[src/design/lwbc_pkg.sv]
// Shared types, codes and helper functions for the layer window blend compositor.
package lwbc_pkg;

   localparam int QUEUE_DEPTH_DEF = 4;

   localparam int CSR_INDEX_W = 3;
   localparam int CSR_DATA_W  = 64;

   localparam logic [CSR_INDEX_W-1:0] CSR_WINDOW_RECTS       = 3'd0;
   localparam logic [CSR_INDEX_W-1:0] CSR_WINDOW_LAYER_MASKS = 3'd1;
   localparam logic [CSR_INDEX_W-1:0] CSR_WINDOW_ENABLES     = 3'd2;
   localparam logic [CSR_INDEX_W-1:0] CSR_BLEND_SELECT       = 3'd3;
   localparam logic [CSR_INDEX_W-1:0] CSR_BLEND_COEFFS       = 3'd4;
   localparam logic [CSR_INDEX_W-1:0] CSR_BG_PRIORITIES      = 3'd5;
   localparam logic [CSR_INDEX_W-1:0] CSR_BACKDROP_COLOR     = 3'd6;

   // Layer codes, also bit positions in the target masks
   localparam logic [2:0] LAYER_PLANE0   = 3'd0;
   localparam logic [2:0] LAYER_PLANE1   = 3'd1;
   localparam logic [2:0] LAYER_PLANE2   = 3'd2;
   localparam logic [2:0] LAYER_PLANE3   = 3'd3;
   localparam logic [2:0] LAYER_SPRITE   = 3'd4;
   localparam logic [2:0] LAYER_BACKDROP = 3'd5;

   // No layer found yet: worse than any two-bit priority
   localparam logic [2:0] PRIO_NONE = 3'd4;

   localparam logic [1:0] MODE_NONE   = 2'd0;
   localparam logic [1:0] MODE_ALPHA  = 2'd1;
   localparam logic [1:0] MODE_BRIGHT = 2'd2;
   localparam logic [1:0] MODE_DARK   = 2'd3;

   typedef enum logic [1:0] {
      OP_NONE   = 2'd0,
      OP_ALPHA  = 2'd1,
      OP_BRIGHT = 2'd2,
      OP_DARK   = 2'd3
   } op_type;

   typedef struct packed {
      logic [63:0] window_rects;
      logic [31:0] window_layer_masks;
      logic [2:0]  window_enables;
      logic [13:0] blend_select;
      logic [14:0] blend_coeffs;
      logic [7:0]  bg_priorities;
      logic [14:0] backdrop_color;
   } cfg_type;

   typedef struct packed {
      logic [23:0] top_color;
      logic [23:0] bot_color;
      op_type      op;
   } item_type;

   function automatic logic [7:0] expand5(input logic [4:0] v);
      logic [13:0] prod;
      prod = 14'(v) * 14'd527 + 14'd23;
      return prod[13:6];
   endfunction

   // Span test with wraparound when the low edge lies past the high edge
   function automatic logic in_span(input logic [7:0] p, input logic [7:0] lo,
                                    input logic [7:0] hi);
      if (lo > hi) begin
         return (p < hi) || (p >= lo);
      end
      return (p >= lo) && (p < hi);
   endfunction

endpackage

[src/design/lwbc_front.sv]
// Front end: window selection, layer priority resolution and blend classification.
module lwbc_front (
   input  lwbc_pkg::cfg_type  cfg,
   input  logic [7:0]         pixel_x,
   input  logic [7:0]         line_y,
   input  logic [23:0]        bg0_color,
   input  logic [23:0]        bg1_color,
   input  logic [23:0]        bg2_color,
   input  logic [23:0]        bg3_color,
   input  logic [3:0]         bg_present,
   input  logic [23:0]        sprite_color,
   input  logic [7:0]         sprite_flags,
   output lwbc_pkg::item_type item
);
   import lwbc_pkg::*;

   logic [23:0] backdrop_rgb;

   assign backdrop_rgb = {expand5(cfg.backdrop_color[14:10]),
                          expand5(cfg.backdrop_color[9:5]),
                          expand5(cfg.backdrop_color[4:0])};

   function automatic logic [23:0] layer_color(input logic [2:0] layer,
                                               input logic [23:0] c0,
                                               input logic [23:0] c1,
                                               input logic [23:0] c2,
                                               input logic [23:0] c3,
                                               input logic [23:0] cs,
                                               input logic [23:0] cb);
      logic [23:0] c;
      case (layer)
         LAYER_PLANE0: c = c0;
         LAYER_PLANE1: c = c1;
         LAYER_PLANE2: c = c2;
         LAYER_PLANE3: c = c3;
         LAYER_SPRITE: c = cs;
         default:      c = cb;
      endcase
      return c;
   endfunction

   always_comb begin
      logic       in_win0;
      logic       in_win1;
      logic [7:0] win;
      logic [3:0] elig;
      logic [3:0] key [4];
      logic [1:0] rank [4];
      logic [2:0] top;
      logic [2:0] bot;
      logic [2:0] tp;
      logic [2:0] bp;
      logic [2:0] sp;
      logic       alpha_obj;
      logic [1:0] mode;
      logic [5:0] tmask;
      logic [5:0] bmask;
      logic       top_ok;
      logic       bot_ok;

      in_win0 = cfg.window_enables[0]
                && in_span(pixel_x, cfg.window_rects[15:8], cfg.window_rects[7:0])
                && in_span(line_y, cfg.window_rects[31:24], cfg.window_rects[23:16]);
      in_win1 = cfg.window_enables[1]
                && in_span(pixel_x, cfg.window_rects[47:40], cfg.window_rects[39:32])
                && in_span(line_y, cfg.window_rects[63:56], cfg.window_rects[55:48]);

      if (cfg.window_enables == 3'd0) begin
         win = 8'hFF;
      end else if (in_win0) begin
         win = cfg.window_layer_masks[7:0];
      end else if (in_win1) begin
         win = cfg.window_layer_masks[15:8];
      end else if (cfg.window_enables[2] && sprite_flags[6]) begin
         win = cfg.window_layer_masks[31:24];
      end else begin
         win = cfg.window_layer_masks[23:16];
      end

      // Rank each visible background by {priority, index}; lower key wins
      elig = win[3:0] & bg_present;
      for (int j = 0; j < 4; j++) begin
         key[j] = {cfg.bg_priorities[2*j +: 2], 2'(j)};
      end
      for (int j = 0; j < 4; j++) begin
         rank[j] = 2'd0;
         for (int k = 0; k < 4; k++) begin
            if (k != j && elig[k] && key[k] < key[j]) begin
               rank[j] = rank[j] + 2'd1;
            end
         end
      end

      top = LAYER_BACKDROP;
      bot = LAYER_BACKDROP;
      tp  = PRIO_NONE;
      bp  = PRIO_NONE;
      for (int j = 0; j < 4; j++) begin
         if (elig[j] && rank[j] == 2'd0) begin
            top = 3'(j);
            tp  = {1'b0, cfg.bg_priorities[2*j +: 2]};
         end
         if (elig[j] && rank[j] == 2'd1) begin
            bot = 3'(j);
            bp  = {1'b0, cfg.bg_priorities[2*j +: 2]};
         end
      end

      // Sprite wins ties against backgrounds
      alpha_obj = 1'b0;
      sp = {1'b0, sprite_flags[2:1]};
      if (win[4] && sprite_flags[7]) begin
         if (sp <= tp) begin
            bot       = top;
            top       = LAYER_SPRITE;
            alpha_obj = sprite_flags[0];
         end else if (sp <= bp) begin
            bot = LAYER_SPRITE;
         end
      end

      mode   = win[5] ? cfg.blend_select[7:6] : MODE_NONE;
      tmask  = cfg.blend_select[5:0] | {1'b0, alpha_obj, 4'b0000};
      bmask  = cfg.blend_select[13:8];
      top_ok = tmask[top];
      bot_ok = bmask[bot];
      // Semi-transparent sprite over a second target forces alpha
      if (alpha_obj && bot_ok) begin
         mode = MODE_ALPHA;
      end

      if (mode == MODE_ALPHA && top_ok && bot_ok) begin
         item.op = OP_ALPHA;
      end else if (mode == MODE_BRIGHT && top_ok) begin
         item.op = OP_BRIGHT;
      end else if (mode == MODE_DARK && top_ok) begin
         item.op = OP_DARK;
      end else begin
         item.op = OP_NONE;
      end

      item.top_color = layer_color(top, bg0_color, bg1_color, bg2_color, bg3_color,
                                   sprite_color, backdrop_rgb);
      item.bot_color = layer_color(bot, bg0_color, bg1_color, bg2_color, bg3_color,
                                   sprite_color, backdrop_rgb);
   end

endmodule

[src/design/lwbc_queue.sv]
// Short queue of classified pixels between the front end and the blend unit.
module lwbc_queue #(
   parameter int DEPTH = lwbc_pkg::QUEUE_DEPTH_DEF
) (
   input  logic               clock,
   input  logic               reset,
   input  logic               push,
   input  lwbc_pkg::item_type push_item,
   output logic               full,
   input  logic               pop,
   output lwbc_pkg::item_type head_item,
   output logic               empty
);
   import lwbc_pkg::*;

   localparam int PTR_W = (DEPTH > 1) ? $clog2(DEPTH) : 1;
   localparam int CNT_W = $clog2(DEPTH + 1);
   localparam logic [PTR_W-1:0] LAST_PTR = PTR_W'(DEPTH - 1);

   item_type         entry_ff [DEPTH];
   logic [PTR_W-1:0] wr_ptr_ff;
   logic [PTR_W-1:0] wr_ptr_in;
   logic [PTR_W-1:0] rd_ptr_ff;
   logic [PTR_W-1:0] rd_ptr_in;
   logic [CNT_W-1:0] count_ff;
   logic [CNT_W-1:0] count_in;
   logic             do_push;
   logic             do_pop;

   assign full      = (count_ff == CNT_W'(DEPTH));
   assign empty     = (count_ff == '0);
   assign do_push   = push && !full;
   assign do_pop    = pop && !empty;
   assign head_item = entry_ff[rd_ptr_ff];

   always_comb begin
      wr_ptr_in = wr_ptr_ff;
      rd_ptr_in = rd_ptr_ff;
      count_in  = count_ff;
      if (do_push) begin
         wr_ptr_in = (wr_ptr_ff == LAST_PTR) ? '0 : wr_ptr_ff + 1'b1;
      end
      if (do_pop) begin
         rd_ptr_in = (rd_ptr_ff == LAST_PTR) ? '0 : rd_ptr_ff + 1'b1;
      end
      if (do_push && !do_pop) begin
         count_in = count_ff + 1'b1;
      end else if (do_pop && !do_push) begin
         count_in = count_ff - 1'b1;
      end
   end

   always_ff @(posedge clock) begin
      if (reset) begin
         wr_ptr_ff <= '0;
         rd_ptr_ff <= '0;
         count_ff  <= '0;
      end else begin
         wr_ptr_ff <= wr_ptr_in;
         rd_ptr_ff <= rd_ptr_in;
         count_ff  <= count_in;
      end
   end

   always_ff @(posedge clock) begin
      if (do_push) begin
         entry_ff[wr_ptr_ff] <= push_item;
      end
   end

endmodule

[src/design/lwbc_back.sv]
// Back end: per-channel alpha, brighten and darken with saturation, and the result register.
module lwbc_back (
   input  logic               clock,
   input  logic               reset,
   input  logic [14:0]        blend_coeffs,
   input  logic               q_empty,
   input  lwbc_pkg::item_type q_item,
   output logic               q_pop,
   output logic               rsp_empty,
   input  logic               rsp_pop,
   output logic [23:0]        rsp_out_color
);
   import lwbc_pkg::*;

   logic        out_valid_ff;
   logic        out_valid_in;
   logic [23:0] out_color_ff;
   logic [23:0] out_color_in;
   logic        take;

   // Advance whenever the result register is free or being drained
   assign take          = !q_empty && (!out_valid_ff || rsp_pop);
   assign q_pop         = take;
   assign rsp_empty     = !out_valid_ff;
   assign rsp_out_color = out_color_ff;

   always_comb begin
      logic [4:0]  eva;
      logic [4:0]  evb;
      logic [4:0]  evy;
      logic [7:0]  t;
      logic [7:0]  b;
      logic [13:0] alpha_sum;
      logic [12:0] prod;
      logic [9:0]  bright_sum;
      logic [8:0]  dark_sub;
      logic [7:0]  r;

      eva = blend_coeffs[4:0];
      evb = blend_coeffs[9:5];
      evy = blend_coeffs[14:10];
      out_color_in = '0;
      for (int ch = 0; ch < 3; ch++) begin
         t = q_item.top_color[8*ch +: 8];
         b = q_item.bot_color[8*ch +: 8];
         alpha_sum  = 14'(t) * 14'(eva) + 14'(b) * 14'(evb);
         prod       = 13'(8'hFF - t) * 13'(evy);
         bright_sum = 10'(t) + 10'(prod[12:4]);
         prod       = 13'(t) * 13'(evy);
         dark_sub   = prod[12:4];
         case (q_item.op)
            OP_ALPHA: begin
               r = (alpha_sum[13:4] > 10'd255) ? 8'hFF : alpha_sum[11:4];
            end
            OP_BRIGHT: begin
               r = (bright_sum > 10'd255) ? 8'hFF : bright_sum[7:0];
            end
            OP_DARK: begin
               r = (dark_sub > {1'b0, t}) ? 8'h00 : t - dark_sub[7:0];
            end
            default: begin
               r = t;
            end
         endcase
         out_color_in[8*ch +: 8] = r;
      end
   end

   always_comb begin
      out_valid_in = out_valid_ff;
      if (take) begin
         out_valid_in = 1'b1;
      end else if (rsp_pop) begin
         out_valid_in = 1'b0;
      end
   end

   always_ff @(posedge clock) begin
      if (reset) begin
         out_valid_ff <= 1'b0;
      end else begin
         out_valid_ff <= out_valid_in;
      end
   end

   always_ff @(posedge clock) begin
      if (take) begin
         out_color_ff <= out_color_in;
      end
   end

endmodule

[src/design/layer_window_blend_compositor.sv]
// Top level: control registers, front end, classification queue and blend back end.
// An accepted request is written into the queue, then registered in the result register once that is free.
// Throughput: one pixel per cycle; the queue and the result register let each side stall.
// The request side reports full once QUEUE_DEPTH classified pixels wait for the blend unit.
// Reset (synchronous, active high) empties the queue and result register and zeroes
// every control register.
module layer_window_blend_compositor #(
   parameter int QUEUE_DEPTH = lwbc_pkg::QUEUE_DEPTH_DEF
) (
   input  logic                               clock,
   input  logic                               reset,
   input  logic                               req_push,
   output logic                               req_full,
   input  logic [7:0]                         req_pixel_x,
   input  logic [7:0]                         req_line_y,
   input  logic [23:0]                        req_bg0_color,
   input  logic [23:0]                        req_bg1_color,
   input  logic [23:0]                        req_bg2_color,
   input  logic [23:0]                        req_bg3_color,
   input  logic [3:0]                         req_bg_present,
   input  logic [23:0]                        req_sprite_color,
   input  logic [7:0]                         req_sprite_flags,
   output logic                               rsp_empty,
   input  logic                               rsp_pop,
   output logic [23:0]                        rsp_out_color,
   input  logic                               csr_valid,
   output logic                               csr_ready,
   input  logic [lwbc_pkg::CSR_INDEX_W-1:0]   csr_index,
   input  logic [lwbc_pkg::CSR_DATA_W-1:0]    csr_data
);
   import lwbc_pkg::*;

   cfg_type  cfg_ff;
   cfg_type  cfg_in;
   item_type front_item;
   item_type head_item;
   logic     q_empty;
   logic     q_pop;

   assign csr_ready = 1'b1;

   always_comb begin
      cfg_in = cfg_ff;
      if (csr_valid) begin
         case (csr_index)
            CSR_WINDOW_RECTS:       cfg_in.window_rects       = csr_data;
            CSR_WINDOW_LAYER_MASKS: cfg_in.window_layer_masks = csr_data[31:0];
            CSR_WINDOW_ENABLES:     cfg_in.window_enables     = csr_data[2:0];
            CSR_BLEND_SELECT:       cfg_in.blend_select       = csr_data[13:0];
            CSR_BLEND_COEFFS:       cfg_in.blend_coeffs       = csr_data[14:0];
            CSR_BG_PRIORITIES:      cfg_in.bg_priorities      = csr_data[7:0];
            CSR_BACKDROP_COLOR:     cfg_in.backdrop_color     = csr_data[14:0];
            default:                cfg_in = cfg_ff;
         endcase
      end
   end

   always_ff @(posedge clock) begin
      if (reset) begin
         cfg_ff <= '0;
      end else begin
         cfg_ff <= cfg_in;
      end
   end

   lwbc_front u_front (
      .cfg          (cfg_ff),
      .pixel_x      (req_pixel_x),
      .line_y       (req_line_y),
      .bg0_color    (req_bg0_color),
      .bg1_color    (req_bg1_color),
      .bg2_color    (req_bg2_color),
      .bg3_color    (req_bg3_color),
      .bg_present   (req_bg_present),
      .sprite_color (req_sprite_color),
      .sprite_flags (req_sprite_flags),
      .item         (front_item)
   );

   lwbc_queue #(
      .DEPTH (QUEUE_DEPTH)
   ) u_queue (
      .clock     (clock),
      .reset     (reset),
      .push      (req_push),
      .push_item (front_item),
      .full      (req_full),
      .pop       (q_pop),
      .head_item (head_item),
      .empty     (q_empty)
   );

   lwbc_back u_back (
      .clock         (clock),
      .reset         (reset),
      .blend_coeffs  (cfg_ff.blend_coeffs),
      .q_empty       (q_empty),
      .q_item        (head_item),
      .q_pop         (q_pop),
      .rsp_empty     (rsp_empty),
      .rsp_pop       (rsp_pop),
      .rsp_out_color (rsp_out_color)
   );

endmodule

[config.mk]
export PLATFORM = sky130hd
export DESIGN_NAME = layer_window_blend_compositor
export DESIGN_NICKNAME = d
export VERILOG_FILES = /design/src/design/lwbc_pkg.sv /design/src/design/lwbc_front.sv /design/src/design/lwbc_queue.sv /design/src/design/lwbc_back.sv /design/src/design/layer_window_blend_compositor.sv
export SDC_FILE = /design/constraint.sdc
export NUM_CORES = 2
export LEC_CHECK = 0
export BUFFER_PORTS_ARGS = -buffer_cell sky130_fd_sc_hd__clkbuf_2
export CORE_MARGIN = 10
export CORE_UTILIZATION = 45
export CTS_CLUSTER_DIAMETER = 150
export DETAILED_ROUTE_END_ITERATION = 8
export PLACE_DENSITY_LB_ADDON = 0.05
export SLEW_MARGIN = 20
export SYNTH_ARGS = -nofsm -noshare
export SYNTH_HDL_FRONTEND = slang
export SYNTH_HIERARCHICAL = 1
export SYNTH_SLANG_ARGS = --single-unit
[constraint.sdc]
create_clock -name clock -period 10.1 [get_ports clock]
set_clock_uncertainty 0.2 [all_clocks]
set_input_delay 1.515 -clock clock [delete_from_list [all_inputs] [get_ports clock]]
set_output_delay 1.515 -clock clock [all_outputs]
set_load 0.02 [all_outputs]
==> impl_results.md <==
- Outcome: finished clean
- Final min period: 8.89 ns
- IR drop worst, VDD: about 130 uV
- PD cells: about 170 mW/mm2
- Cts repair resizes: 0
- CP max-delay cell: nor2_1
- Ys Warns: 6
- Drt drc: 0
- Max Slew Vio Count: 0
- Setup Crit Path Kind: in -> reg
- Total core area: 0.0868 mm2
- Detailed placer's ending HPWL: a little over 80000 um
- Setup bufs post-CTS: 0
- Startpoint Class: input pin
- Final hold violations: 0
- First-pass GRT wire length: between 150000 and 200000 um
- Iteration-0 DRC Markers: about 2200
- Die width: roughly 320 um
- I/O pin cnt: about 250
- Final wirelength: ~110000 um
- Worst-path clk slew: 0.06 ns
- CTS max path bufs: 3
- IO buf count: ~240
- DR pass1 iterations: 6
- RSZ-0062 raised after global routing: no
- Cells after Synth: around 4000
- CTS tree: yes
- Hold-fix buffers at CTS: 0
- Highest Clock Rate: between 100 and 150 MHz
- Synthesized area per cell: a little under 10 um2
- Vias in the first global route: between 30000 and 40000
- Die height: between 300 and 400 um
- Final setup violation count: 0
- Average vias per placed instance: between 5 and 6
- Share of layout cells above drive strength 1: between 10% and 20%
- Post-layout nets: between 5000 and 6000
- TritonCTS Buffers: 45
- Crit path max fanout: 7
- Syn Nets: 5006
- Worst-margin pin slew: roughly 1.2 ns
- Routed WL per cell: approximately 20 um
- Worst-Skew Late Latency: 0.64 ns
- FP Rows: approximately 110
- Arr. time, crit path: approximately 9.1 ns
- H-tree Lvls: 2
- Type of the worst min-delay path: reg -> reg
- Via count: slightly below 30000
- Total gr overflow: 0
- Fin Setup TNS: 0 ns
- Post-DRT Antenna Nets: 0
- Tcrit/Tclk final: 88.1%
- CP Capture Type: flop
- Initial antenna violation count: 5
- Slew margin rel.: between 20 and 25%
- Die ar.: 0.0996 mm2
- Worst setup margin: around 1.2 ns
- Largest net degree at the start of global routing: about 130
- WP data required: approximately 10 ns
- Max stage delay on crit path: 0.57 ns
- R2r setup slk: between 1.5 and 2 ns
- Pre-CTS WS: between 0.7 and 0.8 ns
- Clock root buffer: clkbuf_16
- Number of max-cap violations: 0
- RD Place Congestion: about 0.85
- Initial Util: between 40 and 50%
- Synth Cell Area: 0.0393 mm2
- P&R area growth vs syn: 9.61%
- Global Route Usage Sum: 22.2%
- Clock Sinks: between 300 and 400
- Pleak: roughly 0.02 uW
[placed cells by master, fill, tap and decap left out, types with 38 or more instances in the layout]
cell type / n
nor2_1: 146
and2_1: 198
nor2b_1: 129
clkbuf_2: 241
dfxtp_1: 151
inv_1: 566
nand2_1: 316
xnor2_1: 85
mux4_2: 50
nand2b_1: 241
clkbuf_16: 46
edfxtp_1: 224
nor3_1: 38
buf_4: 51
ha_1: 458
mux2i_1: 174
o21ai_0: 97
fa_1: 298
a21oi_1: 104
[per-layer routing]
metal	global-route usage [%]	share of wire (%)
met1	29.8	46
met2	37.8	48
met3	2.91	4.4
met4	4.93	2.0
met5	0	0
[worst paths after layout]
path	from	to	cells after the start
worst min register to register	cfg_ff[104]$_SDFFE_PP0P_	cfg_ff[104]$_SDFFE_PP0P_	2
worst min-delay path	cfg_ff[104]$_SDFFE_PP0P_	cfg_ff[104]$_SDFFE_PP0P_	2
worst max-delay path	req_pixel_x[0]	u_queue/entry_ff[1][6]$_DFFE_PP_	30
worst max register to register	cfg_ff[132]$_SDFFE_PP0P_	u_queue/entry_ff[1][6]$_DFFE_PP_	29
[per-stage QoR]
step	power (uW)	utilization, %	std cells	hold WS, ns	cell area, um2
6_report	7230	49.7	5399	0.272	43100
5_1_grt	7690	49.7	5399	0.295	43100
2_1_floorplan	4350	-	4030	0.248	39300
3_3_place_gp	5590	47.9	5311	0.259	41600
4_1_cts	7290	49.7	5395	0.276	43100
3_5_place_dp	5590	47.9	5311	0.262	41600
[cell type report]
cell class	instances	area, um2
timing repair buffer	295	1640
antenna	4	10.0
clock buffer	60	1250
fill	8313	43700
multi-input combinational	2917	26600
tap	1155	1450
inverter	567	2130
sequential	377	9790
clock inverter	24	262
[report_power, final]
group | total (uW) | internal, uW | leakage [uW] | switching, uW
registers | 2090 | 1980 | 0.00333 | 107
logic | 3480 | 1170 | 0.0158 | 2310
clock network | 1660 | 941 | 0.000727 | 719
total | 7230 | 4090 | 0.0199 | 3140
[sequential cells by signal (all words and copies together), names as in the netlist, named ones only]
signal,flops
cfg_ff,143
u_back/out_valid_ff,1
u_back/rsp_out_color,24
u_queue/count_ff,3
u_queue/entry_ff,200
u_queue/rd_ptr_ff,2
u_queue/wr_ptr_ff,2
[critical path, delay by kind of cell]
family,cells,cell delay [ns]
fa+ha+maj,4,1.27
compound gates,14,3.78
simple gates,8,1.87
buf+inv,4,0.59
Note: power is estimated with default switching activity, not from simulation.
